$ cat src/design/fisr_delay.sv
// Enabled delay line that keeps operands aligned with the float units.
// Depends on nothing.
module fisr_delay #(
	parameter int W = 32,
	parameter int N = 3
) (
	input  logic         clk,
	input  logic         en,
	input  logic [W-1:0] d,
	output logic [W-1:0] q
);
	logic [W-1:0] line_q [N];

	always_ff @(posedge clk) begin
		if (en) begin
			line_q[0] <= d;
			for (int i = 1; i < N; i++) begin
				line_q[i] <= line_q[i-1];
			end
		end
	end

	assign q = line_q[N-1];
endmodule

$ cat config.mk
export PLATFORM = sky130hd
export DESIGN_NAME = fisr_delay
export DESIGN_NICKNAME = d
export VERILOG_FILES = /design/src/design/fisr_delay.sv
export SDC_FILE = /design/constraint.sdc
export NUM_CORES = 1
export LEC_CHECK = 0
export ABC_AREA = 1
export BUFFER_PORTS_ARGS = -buffer_cell sky130_fd_sc_hd__buf_2
export CORE_UTILIZATION = 50
export CTS_BUF_LIST = sky130_fd_sc_hd__clkbuf_8
export DETAILED_ROUTE_END_ITERATION = 16
export MAX_ROUTING_LAYER = met4
export PLACE_DENSITY = 0.77
export SLEW_MARGIN = 20
export SYNTH_ARGS = -nofsm -noshare
export SYNTH_HDL_FRONTEND = slang
export SYNTH_SLANG_ARGS = --single-unit
$ cat constraint.sdc
create_clock -name clk -period 0.8 [get_ports clk]
set_input_delay 0.04 -clock clk [delete_from_list [all_inputs] [get_ports clk]]
set_output_delay 0.04 -clock clk [all_outputs]
set_load 0.01 [all_outputs]
==> impl_metrics.py <==
metrics = {
    "layout": {
        "multi_input_gates": 0,
        "fin_area_sq_um": 3890,
        "drive_above_1_share_pct": 39.4,
        "largest_reg_flops": 96,
        "nets": 242,
        "antenna_cells": 0,
        "postLayoutCoreUtil_pct": 65.3,
        "area_growth_pct": 24.6,
        "top_regs": "line_q: 96 flops",
        "multiInputGateArea_sq_um": 0,
        "regMostFlops": "line_q",
    },
    "synth": {
        "ys_top_cells_by_count": "edfxtp_1 (96), buf_4 (32)",
        "synth_adder_area_share_pct": 0,
        "synth_simple_gate_area_share_pct": 0,
        "synth_top_family_by_area": "buffers and inverters",
        "ys_seq_elements": 96,
        "synth-compound-area-share_pct": 0,
        "synth.avg_cell_area_sq_um": 24.4,
        "synthTopCellsByArea": "edfxtp_1 (92%), buf_4 (7.7%)",
        "synth-edff-count": 96,
        "seq_area_frac_synth_pct": 92.3,
        "syn_area_sq_um": 3120,
        "ys_warn_count": 0,
        "syn-num-nets": 162,
        "synthArstFlopShare_pct": 0,
        "yosysTopAreaCell": "edfxtp_1",
        "synth-xor-area-share_pct": 0,
        "muxShareOfSynthArea_pct": 0,
        "yosysTopAreaCellShare_pct": 92.3,
        "syn-instance-count": 128,
        "synth_ff_type": "edfxtp_1",
        "synthMostInstantiatedCell": "edfxtp_1",
        "ys_types": 2,
    },
    "clock_network": {
        "clkTransAtPathRegs_ns": 0.08,
        "cts_setup_buffers": 0,
        "root_buffer": "clkbuf_8",
        "cts_buffers": 9,
        "htreeDepth": 3,
        "clock-sinks": 96,
        "cts_tree": "done",
        "clk_latency_ns": 0.34,
        "clk_path_buf_depth": 2,
        "cts_resized": 0,
    },
    "critical_path": {
        "crit_type": "reg2out",
        "r2r_slack_ns": 0.13,
        "crit_arrival_ns": 0.87,
        "reg2reg_from": "line_q[0][52]",
        "start_kind": "flop",
        "path_buf_inv": 1,
        "critPathSlowestCell": "edfxtp_1",
        "cp_max_fo": 1,
        "required_ns": 0.76,
        "path_delay_family": "flip-flops",
        "critical_path.max_stage_delay_ns": 0.38,
        "critPathCaptureType": "primary output",
        "reg2reg_depth": 0,
        "crit_chain": "buf_2",
        "r2r_end": "line_q[0][84]",
    },
    "power_and_ir_drop": {
        "power.switching_mw": 1.81,
        "peakVddDrop_uv": 1250,
        "powerDensity_nw_per_um2": 2500,
        "total_power_mw": 9.72,
        "leakagePower_nw": 1.46,
        "seqPwrFrac_pct": 61.9,
        "power_frac_comb_pct": 4.9,
        "switching_share_pct": 18.6,
        "power.internal_mw": 7.91,
        "clkPwrFrac_pct": 33.3,
    },
    "global_route": {
        "gr-total-overflow": 0,
        "grt_util_all_layers_pct": 14.1,
        "grt_max_degree": 50,
        "grt_pass1_vias": 1288,
        "grt_pass1_wl_microns": 5930,
        "antenna_found_initial": 0,
    },
    "sta": {
        "rsz0062_at_grt": "yes",
        "slew_headroom_pct": 82.7,
        "finalSetupTns_ns": -2.79,
        "hold_violations": 0,
        "fin_skew_ns": 0.00473,
        "setup_slack_ns": -0.114,
        "drv_slew": 0,
        "worst_pin_slew_ns": 0.259,
        "max_freq_mhz": 1090,
        "setup_viol": 32,
        "fin_crit_ns": 0.914,
        "fin_crit_sh_pct": 114,
    },
    "routing": {
        "firstDrtPassIters": 4,
        "drt-total-wl_microns": 4020,
        "antenna_left": 0,
        "wl_per_cell_microns": 14.0,
        "num_vias": 1291,
        "via_per_inst": 4.48,
        "drt-initial-drc-count": 97,
        "drc_errors": 0,
    },
    "placement": {
        "gp_congestion": 0.620,
        "dp_hpwl_microns": 2310,
        "place_area_sq_um": 3360,
        "port_buffers": 65,
    },
    "die": {
        "dieArea_sq_um": 6570,
        "row_count": 28,
        "die_h_microns": 81.0,
        "start_util_pct": 52.4,
        "core_area_sq_um": 5960,
        "die_x_microns": 81.0,
        "io_pins": 66,
    },
    "run": {
        "max_cap_viol_count": 0,
    },
    "worst_hold_path": {
        "hold_path_class": "in2reg",
        "min_from": "en",
        "whs_path_depth": 2,
        "whs_endpoint": "line_q[0][21]",
    },
    "outcome": {
        "violations": "setup timing",
        "status": "finished with violations",
    },
}
how the worst max path moves through the flow:
stage / startpoint / endpoint / slack, ns / cells past startpoint
after floorplan: line_q[0][0] / line_q[0][32] / 0.21 / 0
after global placement: en / line_q[0][34] / 0.05 / 2
after detailed placement: en / line_q[0][67] / 0.03 / 2
after CTS: line_q[0][84] / q[20] / -0.14 / 1
after global routing: line_q[0][89] / q[25] / -0.16 / 1
final: line_q[0][94] / q[30] / -0.11 / 1
per-layer routing:
| metal | track usage, % | vias up | part of all wire [%] |
|---|---|---|---|
| li1 | - | 613 | - |
| met1 | 14.2 | 625 | 40 |
| met2 | 22.1 | 42 | 53 |
| met3 | 4.72 | 11 | 4.3 |
| met4 | 11.4 | 0 | 3.0 |
| met5 | - | - | 0 |
stage by stage:
step / hold slack (ns) / std cells / setup WS (ns)
after floorplan: 0.139 / 128 / 0.211
after global placement: 0.216 / 240 / 0.0454
after detailed placement: 0.218 / 240 / 0.0259
after CTS: 0.0791 / 288 / -0.135
after global routing: 0.0755 / 288 / -0.157
final: 0.0953 / 288 / -0.114
cells by family (layout without fill, tap and decap cells):
family / count (synthesis) / after routing
buffers and inverters: 32 / 117
DFF: 96 / 96
placed cells by master, fill, tap and decap left out:
cell and n:
edfxtp_1 96, buf_2 64, dlygate4sd3_1 32, clkbuf_8 9, clkinv_2 3, buf_4 3, bufinv_16 2, buf_12 2
clkinv_1 1, clkinvlp_4 1
layout make-up:
cell class / count / area (sq um)
clock buffer: 9 / 124
clock inverter: 7 / 86.3
fill: 419 / 2070
sequential: 96 / 2880
tap: 75 / 93.8
timing repair buffer: 101 / 703
power by group through the flow:
| stage | sequential [mW] | clock, mW | combinational (mW) |
|---|---|---|---|
| final | 6.01 | 3.23 | 0.472 |
| after global placement | 6.10 | 0 | 0.336 |
| after detailed placement | 6.13 | 0 | 0.350 |
| after global routing | 6.04 | 3.54 | 0.506 |
| after CTS | 6.02 | 3.33 | 0.473 |
| after floorplan | 6.11 | 0 | 0.183 |
timing repair:
action | in CTS | in global routing
hold buffers | 32 | 0
endpoints found under the hold margin | 32 | 0
endpoints found under the setup margin | 32 | 32
Note: power is estimated with default switching activity, not from simulation.
