$ cat config.mk
export PLATFORM = sky130hd
export DESIGN_NAME = fisr_fmul
export DESIGN_NICKNAME = d
export VERILOG_FILES = /design/src/design/fisr_pkg.sv /design/src/design/fisr_fmul.sv
export SDC_FILE = /design/constraint.sdc
export NUM_CORES = 2
export LEC_CHECK = 0
export BUFFER_PORTS_ARGS = -buffer_cell sky130_fd_sc_hd__buf_2
export CAP_MARGIN = 10
export CORE_MARGIN = 3
export CORE_UTILIZATION = 45
export CTS_BUF_LIST = sky130_fd_sc_hd__clkbuf_8
export CTS_CLUSTER_DIAMETER = 40
export DETAILED_ROUTE_END_ITERATION = 12
export PLACE_DENSITY = 0.72
export SLEW_MARGIN = 10
export SYNTH_ARGS = -nofsm -noshare
export SYNTH_HDL_FRONTEND = slang
export SYNTH_SLANG_ARGS = --single-unit
$ cat constraint.sdc
create_clock -name clk -period 8 [get_ports clk]
set_clock_uncertainty 0.1 [all_clocks]
set_input_delay 0.4 -clock clk [delete_from_list [all_inputs] [get_ports clk]]
set_output_delay 0.4 -clock clk [all_outputs]
set_load 0.02 [all_outputs]
$ cat src/design/fisr_pkg.sv
// Package for the fast inverse square root pipeline.
// Holds float constants, unit latencies and the leading-zero count helper.
// No dependencies.
package fisr_pkg;

	localparam logic [31:0] MAGIC_GUESS  = 32'h5f3759df;
	localparam logic [31:0] CANON_NAN    = 32'h7fc00000;
	localparam logic [31:0] ONE_HALF     = 32'h3f000000;
	localparam logic [31:0] THREE_HALVES = 32'h3fc00000;

	localparam int MUL_LAT   = 3;
	localparam int ADD_LAT   = 4;
	localparam int STEP_LAT  = 3 * MUL_LAT + ADD_LAT;
	localparam int TOTAL_LAT = MUL_LAT + 2 * STEP_LAT + 1;

	localparam logic [0:0] REG_NEWTON_STEPS = 1'b0;
	localparam logic [1:0] STEPS_ONE        = 2'd1;
	localparam logic [1:0] STEPS_NONE       = 2'd0;

	function automatic logic [4:0] lzc27(input logic [26:0] v);
		logic [4:0] n;
		n = 5'd27;
		for (int i = 0; i < 27; i++) begin
			if (v[i]) begin
				n = 5'(26 - i);
			end
		end
		return n;
	endfunction

endpackage

$ cat src/design/fisr_fmul.sv
// Three-stage single-precision multiplier, round to nearest even, gradual underflow.
// Depends on fisr_pkg.
module fisr_fmul (
	input  logic        clk,
	input  logic        en,
	input  logic [31:0] a,
	input  logic [31:0] b,
	output logic [31:0] p
);
	import fisr_pkg::*;

	logic [7:0]  ea, eb;
	logic        a_nan, b_nan, a_inf, b_inf, a_zero, b_zero;
	logic [23:0] ma_raw, mb_raw;
	logic [4:0]  lza, lzb;
	logic signed [9:0] exa, exb;

	logic [23:0] ma_s1, mb_s1;
	logic signed [9:0] ex_s1;
	logic        sign_s1, nan_s1, inf_s1, zero_s1;

	logic [47:0] prod_s2;
	logic signed [9:0] ex_s2;
	logic        sign_s2, nan_s2, inf_s2, zero_s2;

	logic [47:0] pn, shifted, mask;
	logic signed [9:0] e, shf;
	logic [5:0]  sh;
	logic [23:0] m;
	logic        g, s, lost, up;
	logic [7:0]  fld;
	logic [30:0] mag;
	logic [31:0] res;
	logic [31:0] p_s3;

	always_comb begin
		ea     = a[30:23];
		eb     = b[30:23];
		a_nan  = (ea == 8'hff) && (a[22:0] != 23'd0);
		b_nan  = (eb == 8'hff) && (b[22:0] != 23'd0);
		a_inf  = (ea == 8'hff) && (a[22:0] == 23'd0);
		b_inf  = (eb == 8'hff) && (b[22:0] == 23'd0);
		a_zero = (ea == 8'h00) && (a[22:0] == 23'd0);
		b_zero = (eb == 8'h00) && (b[22:0] == 23'd0);
		ma_raw = {ea != 8'h00, a[22:0]};
		mb_raw = {eb != 8'h00, b[22:0]};
		lza    = lzc27({ma_raw, 3'b000});
		lzb    = lzc27({mb_raw, 3'b000});
		exa    = signed'({2'b00, (ea == 8'h00) ? 8'd1 : ea}) - signed'({5'b00000, lza});
		exb    = signed'({2'b00, (eb == 8'h00) ? 8'd1 : eb}) - signed'({5'b00000, lzb});
	end

	always_ff @(posedge clk) begin
		if (en) begin
			ma_s1   <= ma_raw << lza;
			mb_s1   <= mb_raw << lzb;
			ex_s1   <= exa + exb - 10'sd127;
			sign_s1 <= a[31] ^ b[31];
			nan_s1  <= a_nan | b_nan | (a_inf & b_zero) | (a_zero & b_inf);
			inf_s1  <= a_inf | b_inf;
			zero_s1 <= a_zero | b_zero;
		end
	end

	always_ff @(posedge clk) begin
		if (en) begin
			prod_s2 <= ma_s1 * mb_s1;
			ex_s2   <= ex_s1;
			sign_s2 <= sign_s1;
			nan_s2  <= nan_s1;
			inf_s2  <= inf_s1;
			zero_s2 <= zero_s1;
		end
	end

	always_comb begin
		pn  = prod_s2[47] ? prod_s2 : {prod_s2[46:0], 1'b0};
		e   = ex_s2 + signed'({9'd0, prod_s2[47]});
		shf = 10'sd1 - e;
		if (e >= 10'sd1) begin
			sh = 6'd0;
		end else if (shf > 10'sd48) begin
			sh = 6'd48;
		end else begin
			sh = shf[5:0];
		end
		shifted = pn >> sh;
		mask    = ~({48{1'b1}} << sh);
		lost    = |(pn & mask);
		m       = shifted[47:24];
		g       = shifted[23];
		s       = (|shifted[22:0]) | lost;
		up      = g & (s | m[0]);
		fld     = (e >= 10'sd1) ? e[7:0] : 8'd0;
		mag     = {fld, m[22:0]} + {30'd0, up};
		if (nan_s2) begin
			res = CANON_NAN;
		end else if (inf_s2 || (e >= 10'sd255)) begin
			res = {sign_s2, 8'hff, 23'd0};
		end else if (zero_s2) begin
			res = {sign_s2, 31'd0};
		end else begin
			res = {sign_s2, mag};
		end
	end

	always_ff @(posedge clk) begin
		if (en) begin
			p_s3 <= res;
		end
	end

	assign p = p_s3;
endmodule

==> metrics <==
final setup vio count=0; outcome=complete, no violations; Min-Delay Path Class=in2reg; Final Hold Fails=0; Final TNS setup=0 ns; final WL=86500 µm; DP HPWL=71700 µm; wire length on met3=5740 µm; initial antenna violation count=2; Num CTS Buffers=17; register bit total from synthesis=156; Final Net Count=4406; R2R Setup Slk=0.28 ns; Clock H-tree levels=4; I/O pin count=98; Post-Syn Nets=4336; number of routed nets with antenna violations=0; grt ovf=0; fmax=130 MHz; most frequent cells in the layout=inv_1, nand2_1, fa_1, and2_1, ha_1; starting density of the core=0.456; die area=74300 µm²; share of the synthesized area in the top cell type=0.303; worst skew pair latency=0.53 ns; CP Data Required Time=8.16 ns; share of cells above drive strength 1=0.0965; pin count of the biggest net entering global routing=105; min-delay src=a[31]; Distinct cells, synth=106; global-route wire length before repair=140000 µm; crit-path max FO=5; Die Y=272 µm; ys async rst share=0; Top Layer Used=met5; CTS clock-pin slew for the worst setup and hold paths=0.10 ns; CP startpoint kind=flop; crit share post-route=0.965; Worst Tran Pin Value=1.09 ns; Synth Instances=3587; Vias=26000; most common cell after layout, fill and taps aside=inv_1; top cells by area, synth=fa_1, edfxtp_1, ha_1; fin crit period=7.72 ns; core area=70100 µm²; Netlist Area Pre-Place=32000 µm²; routed length per instance=18.8 µm; worst reg2reg endpoint=prod_s2[46]; # DRC=0; slowest cell on the critical path=edfxtp_1; register area share after synthesis=0.147; CTS tree=done; number of global-route vias before repair=26100; EDFF count, synth=156; Slew Limit Fails=0; 1st-iter DRT viols=1865; gpl congestion=0.974; met1 WL=36600 µm; PortBufs=97; RSZ-0062 raised after global routing=false; Hold Crit Depth=2; synthesis-to-layout area growth=8.00%; worst setup path class=reg2reg; total track usage=0.235; CTS Buffer Depth=2; vias per cell=5.63; FP Rows=97; metal2 WL=41200 µm; Slew headroom=0.271; worst r2r src=ma_s1[7]; critical path endpoint category=flop; first-pass detailed-route iteration total=5; Fillers=6665; root buffer cell=clkbuf_8; post-synthesis cell type with the largest combined area=fa_1; Worst R2R Path Depth=28; Die X=272 µm; WP data arrival=7.88 ns; maxcap violations=0; clock sink total=156; Slowest Stage Delay on Critical Path=0.55 ns; cell mode on critical path=fa_1; Synth Area per Inst=8.91 µm²; Ys Warns=0; Endpoint, Worst Hold=sign_s1; ys flop type=edfxtp_1
==> timing repair <==
item	CTS	global route
buffers inserted	0	20
resized for setup	0	6
setup endpoints to repair	0	5
hold buffers	0	0
==> sequential cells by signal, indices dropped and copies added, names as in the netlist <==
register	cells
ex_s1	10
ex_s2	10
inf_s1	1
inf_s2	1
ma_s1	24
mb_s1	24
nan_s1	1
nan_s2	1
p	32
prod_s2	48
sign_s1	1
sign_s2	1
zero_s1	1
zero_s2	1
==> cell families after synthesis <==
family,after synthesis,synth area share
AOI/OAI and AO/OA,535,0.116
xor gates and xnor gates,78,0.0218
adders and majority gates,684,0.381
buffers and inverters,726,0.0862
DFF,156,0.147
muxes,187,0.0632
other,1,0.000117
and+or+nand+nor,1220,0.185
==> worst max-delay path by stage <==
| stage | start | to | slack, ns | depth (start not counted) |
|---|---|---|---|---|
| floorplan | mb_s1[9] | prod_s2[46] | 0.46 | 29 |
| global placement | ma_s1[7] | prod_s2[46] | 0.23 | 29 |
| detailed placement | ma_s1[7] | prod_s2[46] | 0.11 | 27 |
| CTS | ma_s1[7] | prod_s2[46] | 0.07 | 29 |
| global route | mb_s1[4] | prod_s2[47] | 0.002 | 26 |
| finish | ma_s1[7] | prod_s2[46] | 0.28 | 28 |
==> cells in the mapped netlist (28+ instances only) <==
master	number
a211oi_1	29
a21o_1	28
a21oi_1	131
and2_1	260
clkbuf_1	154
edfxtp_1	156
fa_1	484
ha_1	199
inv_1	540
mux2_2	32
mux2i_1	145
nand2_1	506
nand3_1	49
nor2_1	169
nor3_1	73
nor4_1	33
o211ai_1	39
o21ai_0	75
xnor2_1	52
==> stage by stage <==
step / hold slack (ns) / setup WS, ns / util / area, µm² / instances
2_1_floorplan: 0.300 / 0.464 / - / 32000 / 3587
3_3_place_gp: 0.303 / 0.229 / 0.484 / 34000 / 4558
3_5_place_dp: 0.308 / 0.110 / 0.484 / 34000 / 4558
4_1_cts: 0.0191 / 0.0746 / 0.489 / 34300 / 4590
5_1_grt: 0.0548 / 0.00225 / 0.492 / 34500 / 4611
6_report: 0.0699 / 0.278 / 0.492 / 34500 / 4611
==> final cells by class <==
cell class | instances | area [µm²] | area share
Tap cell | 940 | 1180 | 0.0341
Clock inverter | 15 | 121 | 0.00352
Multi-Input combinational cell | 2705 | 24600 | 0.712
Clock buffer | 17 | 234 | 0.00678
Inverter | 541 | 2030 | 0.0588
Sequential cell | 156 | 4680 | 0.136
Antenna cell | 1 | 2.50 | 0.0000725
Timing Repair Buffer | 236 | 1680 | 0.0486
==> worst max-delay path: cells and delay by family (launching register included) <==
family                   cells  cell delay [ns]
AO/OA/AOI/OAI               11             1.88
XOR/XNOR                     1             0.15
adder cells (fa/ha/maj)      8             3.74
buffers and inverters        5             0.49
flip-flops                   1             0.55
AND/OR/NAND/NOR              3             0.55
==> per-layer routing <==
metal  track usage  vias to the layer above
met5             0                        -
met4        0.0789                        2
met3        0.0342                      177
met2         0.395                     1009
met1         0.312                    12800
li1              -                    12000
Power is left out: the tool's default activity adds up to more than one toggle a clock period on the data nets, which glitch-free logic cannot reach.
